===== src/design/lpt_pkg.sv =====
// ----------------------------------------------------------------------------
// lpt_pkg: shared types and constants for the LRU page tracker
// Frame count, page width and the word types passed between modules.
// ----------------------------------------------------------------------------
package lpt_pkg;

  localparam int FRAMES       = 16;
  localparam int PAGE_BITS    = 16;
  localparam int PAGE_FIELD_W = 16;
  localparam int CAP_W        = 5;
  localparam int FAULT_W      = 16;

  localparam int PAGE_W  = (PAGE_BITS < PAGE_FIELD_W) ? PAGE_BITS : PAGE_FIELD_W;
  localparam int IDX_W   = (FRAMES > 1) ? $clog2(FRAMES) : 1;
  localparam int COUNT_W = $clog2(FRAMES + 1);

  typedef struct packed {
    logic [PAGE_W-1:0] page;
    logic              last;
  } lpt_req_t;

  typedef struct packed {
    logic                    hit;
    logic                    evicted_valid;
    logic [PAGE_FIELD_W-1:0] evicted_page;
  } lpt_result_t;

endpackage


===== src/design/lpt_stack.sv =====
// ----------------------------------------------------------------------------
// lpt_stack: recency stack with parallel lookup and registered update
// Compares a page against all resident frames, reports hit or eviction and
// shifts the stack so the referenced page lands on top.
// ----------------------------------------------------------------------------
module lpt_stack (
  input  logic                          clk,
  input  logic                          rst,
  input  logic                          step,
  input  lpt_pkg::lpt_req_t             req,
  input  logic [lpt_pkg::COUNT_W-1:0]   cap_eff,
  output lpt_pkg::lpt_result_t          result,
  output logic [lpt_pkg::COUNT_W-1:0]   frames_used
);

  logic [lpt_pkg::PAGE_W-1:0]  stack [lpt_pkg::FRAMES];
  logic [lpt_pkg::FRAMES-1:0]  match;
  logic [lpt_pkg::FRAMES-1:0]  shift_en;
  logic                        hit;
  logic                        evict;
  logic [lpt_pkg::COUNT_W-1:0] last_idx;
  logic [lpt_pkg::COUNT_W-1:0] fu_after;
  logic [lpt_pkg::COUNT_W-1:0] frames_used_next;

  always_comb begin
    for (int i = 0; i < lpt_pkg::FRAMES; i++) begin
      match[i] = (lpt_pkg::COUNT_W'(i) < frames_used) && (stack[i] == req.page);
    end
    hit      = |match;
    evict    = !hit && (frames_used >= cap_eff) && (frames_used != '0);
    last_idx = frames_used - lpt_pkg::COUNT_W'(1);
    fu_after = evict ? last_idx : frames_used;

    shift_en = '0;
    for (int k = 1; k < lpt_pkg::FRAMES; k++) begin
      if (hit) begin
        for (int j = 0; j < lpt_pkg::FRAMES; j++) begin
          if (j >= k && match[j]) begin
            shift_en[k] = 1'b1;
          end
        end
      end else begin
        shift_en[k] = (lpt_pkg::COUNT_W'(k) <= fu_after);
      end
    end

    if (hit) begin
      frames_used_next = frames_used;
    end else if (fu_after < lpt_pkg::COUNT_W'(lpt_pkg::FRAMES)) begin
      frames_used_next = fu_after + lpt_pkg::COUNT_W'(1);
    end else begin
      frames_used_next = fu_after;
    end

    result.hit           = hit;
    result.evicted_valid = evict;
    result.evicted_page  = evict ?
      lpt_pkg::PAGE_FIELD_W'(stack[last_idx[lpt_pkg::IDX_W-1:0]]) : '0;
  end

  always_ff @(posedge clk) begin
    if (rst) begin
      frames_used <= '0;
    end else if (step) begin
      frames_used <= req.last ? '0 : frames_used_next;
    end
  end

  always_ff @(posedge clk) begin
    if (step) begin
      stack[0] <= req.page;
      for (int k = 1; k < lpt_pkg::FRAMES; k++) begin
        if (shift_en[k]) begin
          stack[k] <= stack[k-1];
        end
      end
    end
  end

endmodule


===== src/design/lru_page_tracker.sv =====
// ----------------------------------------------------------------------------
// lru_page_tracker: fully associative LRU page-frame tracker
// Pipeline: input register, then result register; a stalled output holds
// both. Throughput: one word per cycle while the output is not stalled; the
// lookup and stack shift are done between the two registers.
// Reset: empties the table, zeroes the fault count, capacity returns to 16.
// ----------------------------------------------------------------------------
module lru_page_tracker (
  input  logic                            clk,
  input  logic                            rst,
  input  logic                            in_valid,
  output logic                            in_ready,
  input  logic [lpt_pkg::PAGE_FIELD_W-1:0] page_number,
  input  logic                            last_of_run,
  output logic                            out_valid,
  input  logic                            out_ready,
  output logic                            hit,
  output logic                            evicted_valid,
  output logic [lpt_pkg::PAGE_FIELD_W-1:0] evicted_page,
  output logic [lpt_pkg::FAULT_W-1:0]     fault_total,
  input  logic                            cfg_wr_en,
  input  logic [lpt_pkg::CAP_W-1:0]       cfg_wr_data
);

  logic [lpt_pkg::CAP_W-1:0]   capacity;
  logic [lpt_pkg::COUNT_W-1:0] cap_eff;
  logic                        req_valid;
  lpt_pkg::lpt_req_t           req;
  logic                        step;
  lpt_pkg::lpt_result_t        result;
  logic [lpt_pkg::COUNT_W-1:0] frames_used;
  logic [lpt_pkg::FAULT_W-1:0] fault_count;
  logic [lpt_pkg::FAULT_W-1:0] fault_count_next;

  always_ff @(posedge clk) begin
    if (rst) begin
      capacity <= lpt_pkg::CAP_W'(16);
    end else if (cfg_wr_en) begin
      capacity <= cfg_wr_data;
    end
  end

  always_comb begin
    if (capacity == '0) begin
      cap_eff = lpt_pkg::COUNT_W'(1);
    end else if (int'(capacity) > lpt_pkg::FRAMES) begin
      cap_eff = lpt_pkg::COUNT_W'(lpt_pkg::FRAMES);
    end else begin
      cap_eff = lpt_pkg::COUNT_W'(capacity);
    end
  end

  assign step     = req_valid && (!out_valid || out_ready);
  assign in_ready = !req_valid || step;

  always_ff @(posedge clk) begin
    if (rst) begin
      req_valid <= 1'b0;
    end else if (in_ready) begin
      req_valid <= in_valid;
    end
  end

  always_ff @(posedge clk) begin
    if (in_ready && in_valid) begin
      req.page <= page_number[lpt_pkg::PAGE_W-1:0];
      req.last <= last_of_run;
    end
  end

  lpt_stack u_stack (
    .clk         (clk),
    .rst         (rst),
    .step        (step),
    .req         (req),
    .cap_eff     (cap_eff),
    .result      (result),
    .frames_used (frames_used)
  );

  always_comb begin
    if (!result.hit && fault_count != '1) begin
      fault_count_next = fault_count + lpt_pkg::FAULT_W'(1);
    end else begin
      fault_count_next = fault_count;
    end
  end

  always_ff @(posedge clk) begin
    if (rst) begin
      fault_count <= '0;
    end else if (step) begin
      fault_count <= req.last ? '0 : fault_count_next;
    end
  end

  always_ff @(posedge clk) begin
    if (rst) begin
      out_valid <= 1'b0;
    end else if (step) begin
      out_valid <= 1'b1;
    end else if (out_ready) begin
      out_valid <= 1'b0;
    end
  end

  always_ff @(posedge clk) begin
    if (step) begin
      hit           <= result.hit;
      evicted_valid <= result.evicted_valid;
      evicted_page  <= result.evicted_page;
      fault_total   <= fault_count_next;
    end
  end

  a_hit_no_evict: assert property (@(posedge clk) disable iff (rst)
    out_valid |-> !(hit && evicted_valid))
    else $error("hit and eviction reported together");

  a_evict_page_zero: assert property (@(posedge clk) disable iff (rst)
    (out_valid && !evicted_valid) |-> (evicted_page == '0))
    else $error("evicted page nonzero without eviction");

  a_frames_bound: assert property (@(posedge clk) disable iff (rst)
    int'(frames_used) <= lpt_pkg::FRAMES)
    else $error("frames in use exceed frame count");

  a_hit_keeps_count: assert property (@(posedge clk) disable iff (rst)
    (step && result.hit && !req.last) |=> (fault_count == $past(fault_count)))
    else $error("fault count changed on a hit");

endmodule


===== config.mk =====
export PLATFORM = sky130hd
export DESIGN_NAME = lru_page_tracker
export DESIGN_NICKNAME = d
export VERILOG_FILES = /design/src/design/lpt_pkg.sv /design/src/design/lpt_stack.sv /design/src/design/lru_page_tracker.sv
export SDC_FILE = /design/constraint.sdc
export NUM_CORES = 1
export LEC_CHECK = 0
export BUFFER_PORTS_ARGS = -buffer_cell sky130_fd_sc_hd__buf_2
export CAP_MARGIN = 30
export CELL_PAD_IN_SITES_DETAIL_PLACEMENT = 1
export CELL_PAD_IN_SITES_GLOBAL_PLACEMENT = 2
export CORE_UTILIZATION = 41
export DETAILED_ROUTE_END_ITERATION = 7
export PLACE_DENSITY_LB_ADDON = 0.1
export SLEW_MARGIN = 20
export SYNTH_ARGS = -nofsm -noshare
export SYNTH_HDL_FRONTEND = slang
export SYNTH_SLANG_ARGS = --single-unit

===== constraint.sdc =====
create_clock -name clk -period 5.03 [get_ports clk]
set_clock_uncertainty 0.1 [all_clocks]
set_input_delay 0.503 -clock clk [delete_from_list [all_inputs] [get_ports clk]]
set_output_delay 0.503 -clock clk [all_outputs]
set_load 0.01 [all_outputs]

==> flow_summary.ini, run 1 <==
[outcome]
status = complete, no violations

[layout]
syn2layout_area_growth_pct = 13.9
layout-drive-gt1-share = 0.207
nNetsFinal = 1539
fillers = 4475
final_util = 0.474

[logic_synthesis]
syn_inst = 1383
ys_seq_elements = 335
synth_edf_count = 307
async_flop_share = 0
syn-num-nets = 1422
yosysUniqueCellTypes = 89
ys.warnings.count = 0
yosysSeqAreaShare = 0.532
syn_area_per_cell_um2 = 13.3
synth_ff_type = edfxtp_1
netlist_area_mm2 = 0.0184

[flow_run]
cap_violations = 0

[route]
post_drt_via_cell_ratio = 5.93
drc = 0
dr.pass1.iters = 5
dr_total_vias = 12573
antenna_left = 0
drt-initial-drc-count = 979
wirelength_um = 63600
wl_per_cell_um = 30.0

[sta]
setup_violations = 0
fmax_ghz = 0.205
grt_setup_unrepaired = no
finalCritPeriodShare = 0.970
min_period_ns = 4.88
setup_tns_ns = 0
slew_viol_final = 0
hold_viol = 0
tightest_slew_ns = 0.906
slew_headroom = 0.395

[grt]
grt_antenna_before_repair = 1
grt_overflow = 0
grt_usage = 0.288
grt_pass1_wl_um = 93200
grt_max_degree = 38
grt_pass1_vias = 13090

[power_and_ir_drop]
fin_total_pwr_w = 0.00646
powerDensity_mw_per_mm2 = 308
p_leak_nw = 6.86
irDropWorstVdd_v = 0.000220

[die]
core.rowCount = 77
start_util = 0.416
dieArea_mm2 = 0.0457
io_pins = 63
core_mm2 = 0.0442
die_h_um = 214
fp.dieW_um = 214

[cts]
htree_levels = 2
cts_tree = done
insertion_delay_ns = 0.57
cts_inserted_buffers = 39
cts.sinks = 335
cts_resized = 0
clock-root-buffer = clkbuf_16
cts_buffer_depth = 3
cts.clk_slew.worst_paths_ns = 0.06

[placement]
dpl.hpwl_um = 48300
place.gp.congestion = 0.952
portBuffers = 62

[worst_setup_path]
critPathKind = reg -> reg
rrSetupSlack_ns = 0.15
rr_worst_depth = 13
crit_start = req[12]$_DFFE_PP_
worstPathRequired_ns = 5.23
reg2reg_to = u_stack.stack[3][4]$_DFFE_PP_
crit_fanout = 16
critPathArrivalTime_ns = 5.08
start_kind = flop
worstReg2RegStart = req[12]$_DFFE_PP_
end_kind = flop

[hold_path]
hold_depth = 1
hp-start = page_number[13]
hold_path.class = in -> reg
min_to = req[14]$_DFFE_PP_
==> cells in the final DEF (no fill, tap or decap), drive strengths merged, types with 22 or more instances in the layout <==
cell type    n
nand2       67
mux4        64
nor3        42
dfxtp       28
nand3       34
nand4       62
a211oi      42
xnor2      167
edfxtp     307
clkbuf      51
xor2       110
nor2        53
buf        150
o21ai       22
a21oi       24
nor4        39
mux2i       24
==> per-stage QoR <==
| step | setup slack [ns] | hold slack (ns) | cells | instance area, µm² |
|---|---|---|---|---|
| final | 0.150 | 0.0313 | 2120 | 20900 |
| after global routing | 0.0283 | 0.0192 | 2119 | 20900 |
| after CTS | 0.263 | 0.00462 | 2114 | 20900 |
| after detailed placement | 0.306 | 0.382 | 2037 | 19600 |
| after global placement | 0.225 | 0.357 | 2035 | 19600 |
| after floorplan | 0.334 | 0.328 | 1383 | 18400 |
==> registers in the layout, summed over array words and instances, names as in the netlist <==
name                 cells
fault_count             16
u_stack.stack          256
capacity                 5
out_valid                1
hit                      1
evicted_valid            1
fault_total             16
req                     17
evicted_page            16
req_valid                1
u_stack.frames_used      5
==> routing by layer <==
layer  global-route usage  share of wire  vias to the layer above
li1                     -              -                     5569
met1                0.387           0.43                     6557
met2                0.485           0.49                      357
met3               0.0290          0.040                       90
met4                0.104          0.033                        0
met5                    0              0                        -
==> cells in the mapped netlist, types with 16 or more instances <==
| cell | count | area (µm²) |
|---|---|---|
| a211oi_1 | 42 | 315 |
| o21ai_0 | 17 | 85.1 |
| nand3_1 | 34 | 170 |
| a21oi_1 | 23 | 115 |
| edfxtp_1 | 307 | 9220 |
| buf_6 | 16 | 180 |
| nor3_1 | 36 | 180 |
| nand4_1 | 62 | 388 |
| nand2_1 | 65 | 244 |
| nor2b_1 | 20 | 125 |
| nor4_1 | 38 | 238 |
| clkbuf_1 | 32 | 120 |
| mux2i_1 | 24 | 240 |
| mux4_2 | 64 | 1440 |
| nor2_1 | 51 | 191 |
| xor2_1 | 103 | 902 |
| xnor2_1 | 167 | 1460 |
| dfxtp_1 | 28 | 561 |
==> critical path, cell delays in order (launching register included) <==
cell,delay (ns)
edfxtp_1,0.84
xor2_1,0.27
nor4_1,0.08
and3_1,0.19
a22oi_1,0.44
nor4bb_1,0.72
nand4_1,0.41
nor3_1,0.32
nor2_1,0.10
ha_1,0.19
o31a_1,0.12
a21oi_1,0.41
a21oi_1,0.15
buf_4,0.25
==> layout make-up <==
type                    instances  area [µm²]  share of cell area
multi-input cells             947        8000               0.382
clock inverters                17         136             0.00651
flip-flops and latches        335        9780               0.467
well taps                     592         741              0.0354
clock buffers                  51        1020              0.0487
repair buffers                159        1200              0.0573
inverters                      18        67.6             0.00323
diodes                          1        2.50            0.000119
==> report_power, final <==
part / internal, W / switching (W) / total [W]
Clock: 0.00153 / 0.00117 / 0.00270
Sequential: 0.00306 / 0.0000585 / 0.00312
Combinational: 0.000245 / 0.000388 / 0.000634
==> cells by family after synthesis <==
group,after synthesis,synth area share
adder cells (fa/ha/maj),12,0.00816
AO/OA/AOI/OAI,159,0.0635
buffers and inverters,101,0.0385
multiplexers,92,0.0939
AND/OR/NAND/NOR,407,0.129
XOR/XNOR,277,0.135
flip-flops,335,0.532
==> repair_timing <==
action	in CTS	in global routing
hold buffers	9	0
endpoints found under the setup margin	0	2
hold endpoints to repair	9	0
setup buffers	0	5
==> how the worst max path moves through the flow <==
stage                                     end  slack (ns)  cells past startpoint
2_1_floorplan  u_stack.stack[15][0]$_DFFE_PP_        0.33                     15
3_3_place_gp    u_stack.stack[3][4]$_DFFE_PP_        0.22                     14
3_5_place_dp    u_stack.stack[3][4]$_DFFE_PP_        0.31                     14
4_1_cts        u_stack.stack[15][9]$_DFFE_PP_        0.26                     14
5_1_grt         u_stack.stack[3][7]$_DFFE_PP_        0.03                     13
6_report        u_stack.stack[3][4]$_DFFE_PP_        0.15                     13
No activity file was read; power rests on OpenSTA's default activity.
==> run 2: changes to the inputs <==
Settings changed: REMOVE_ABC_BUFFERS set to 1, SLEW_MARGIN 20 to unset.
==> flow_summary.ini, run 2 (synthesized netlist as in run 1, its figures left out) <==
[outcome]
status = complete, no violations

[placement]
place.gp.congestion = 0.949
portBuffers = 62
place_area_mm2 = 0.0196
dp.cells = 2031
dpl.hpwl_um = 48700

[sta]
tightest_slew_ns = 0.940
min_period_ns = 4.51
hold_ws_ns = 0.0225
finalCritPeriodShare = 0.896
slew_headroom = 0.373
setup_tns_ns = 0
grt_setup_unrepaired = no
setup_violations = 0
hold_viol = 0
fmax_ghz = 0.222
slew_viol_final = 0

[die]
core_mm2 = 0.0442
dieArea_mm2 = 0.0457
fp.dieW_um = 214
core.rowCount = 77
io_pins = 63
start_util = 0.416
die_h_um = 214

[grt]
grt_pass1_vias = 12998
grt_usage = 0.287
grt_max_degree = 49
grt_antenna_before_repair = 0
grt_pass1_wl_um = 92600
grt_overflow = 0

[cts]
cts_resized = 0
cts.clk_slew.worst_paths_ns = 0.06
cts_tree = done
holdBufCountCts = 11
cts_inserted_buffers = 41
insertion_delay_ns = 0.58
cts_buffer_depth = 3
cts.sinks = 335
htree_levels = 2
cts_setup_buffers = 0
clock-root-buffer = clkbuf_16

[route]
drc = 0
wl_per_cell_um = 30.5
post_drt_via_cell_ratio = 6.02
drt-initial-drc-count = 1074
antenna_left = 0
wirelength_um = 64600
dr_total_vias = 12747
dr.pass1.iters = 5

[layout]
top_register = u_stack.stack
syn2layout_area_growth_pct = 14.3
nNetsFinal = 1532
layout-drive-gt1-share = 0.206
reg_top3 = u_stack.stack x256, req x17
final_common_cell = edfxtp_1
num_antenna_cells = 0
final_cell_area_mm2 = 0.0210
stdcell_count = 2118
largest_register_ffs = 256
mostFrequentLayoutCells = 307 x edfxtp_1, 166 x xnor2_1, 102 x xor2_1

[power_and_ir_drop]
irDropWorstVdd_v = 0.000291
p_leak_nw = 6.89
powerDensity_mw_per_mm2 = 321

[worst_setup_path]
reg2reg_to = u_stack.stack[13][1]$_DFFE_PP_
rr_worst_depth = 13
end_kind = flop
worstPathRequired_ns = 5.20
start_kind = flop
rrSetupSlack_ns = 0.52
critPathArrivalTime_ns = 4.68
worstReg2RegStart = req[4]$_DFFE_PP_
critPathKind = reg -> reg
crit_fanout = 16

[hold_path]
hp-start = last_of_run
min_to = req[0]$_DFFE_PP_
hold_path.class = in -> reg
hold_depth = 1

[flow_run]
cap_violations = 0
[run 2: cell types whose count changed in the layout (fill, tap and decap cells not counted), moves of 2 or more]
cell / delta
bufinv_16: +2
dlygate4sd3_1: +2
buf_4: -9
inv_16: +3
clkinv_4: +2
inv_6: -3
clkbuf_16: +2
clkinv_2: +4
[run 2: cell type report]
class / instances / area (µm²)
clock buffers: 52 / 1070
clock inverters: 24 / 264
fillers: 4534 / 23200
inverters: 18 / 67.6
multi-input cells: 947 / 7990
flip-flops and latches: 335 / 9780
well taps: 592 / 741
repair buffers: 150 / 1110
[run 2: worst max path at each step]
stage,start,to,slack (ns),cells after the start
3_3_place_gp,req[9]$_DFFE_PP_,u_stack.stack[11][4]$_DFFE_PP_,0.65,15
6_report,req[4]$_DFFE_PP_,u_stack.stack[13][1]$_DFFE_PP_,0.52,13
3_5_place_dp,req[9]$_DFFE_PP_,u_stack.stack[11][12]$_DFFE_PP_,0.60,15
4_1_cts,req[2]$_DFFE_PP_,u_stack.stack[13][1]$_DFFE_PP_,0.59,12
5_1_grt,req[4]$_DFFE_PP_,u_stack.stack[2][3]$_DFFE_PP_,0.37,16
2_1_floorplan,u_stack.frames_used[0]$_SDFFE_PP0P_,u_stack.stack[11][0]$_DFFE_PP_,-3.00,12
[run 2: power breakdown]
part           internal, W  leakage [nW]  switching, W  total, W
Clock              0.00173         0.646       0.00126   0.00299
Combinational     0.000242          3.22      0.000391  0.000633
Sequential         0.00306          3.02     0.0000609   0.00312
[run 2: routing by layer]
layer | track usage | part of all wire
met2 | 0.464 | 0.47
met5 | 0 | 0
met1 | 0.398 | 0.45
met3 | 0.0308 | 0.045
met4 | 0.107 | 0.035
[run 2: worst max-delay path, cell delays in order, from the launching register on]
cell and delay, ns:
edfxtp_1 0.81, xnor2_1 0.26, nand4_1 0.15, nor4_1 0.06, a22oi_1 0.46, nor4bb_1 0.38
buf_4 0.18, nand4_1 0.24, buf_4 0.29, nor4_1 0.25, buf_4 0.20, o211ai_1 0.18
a211oi_2 0.36, buf_12 0.21
[run 2: metrics by stage]
stage	power, W	util	setup WS (ns)
final	0.00675	0.475	0.524
after global routing	0.00692	0.475	0.373
after CTS	0.00679	0.475	0.589
after detailed placement	0.00380	0.443	0.604
after global placement	0.00380	0.443	0.649
after floorplan	0.00353	-	-3.00
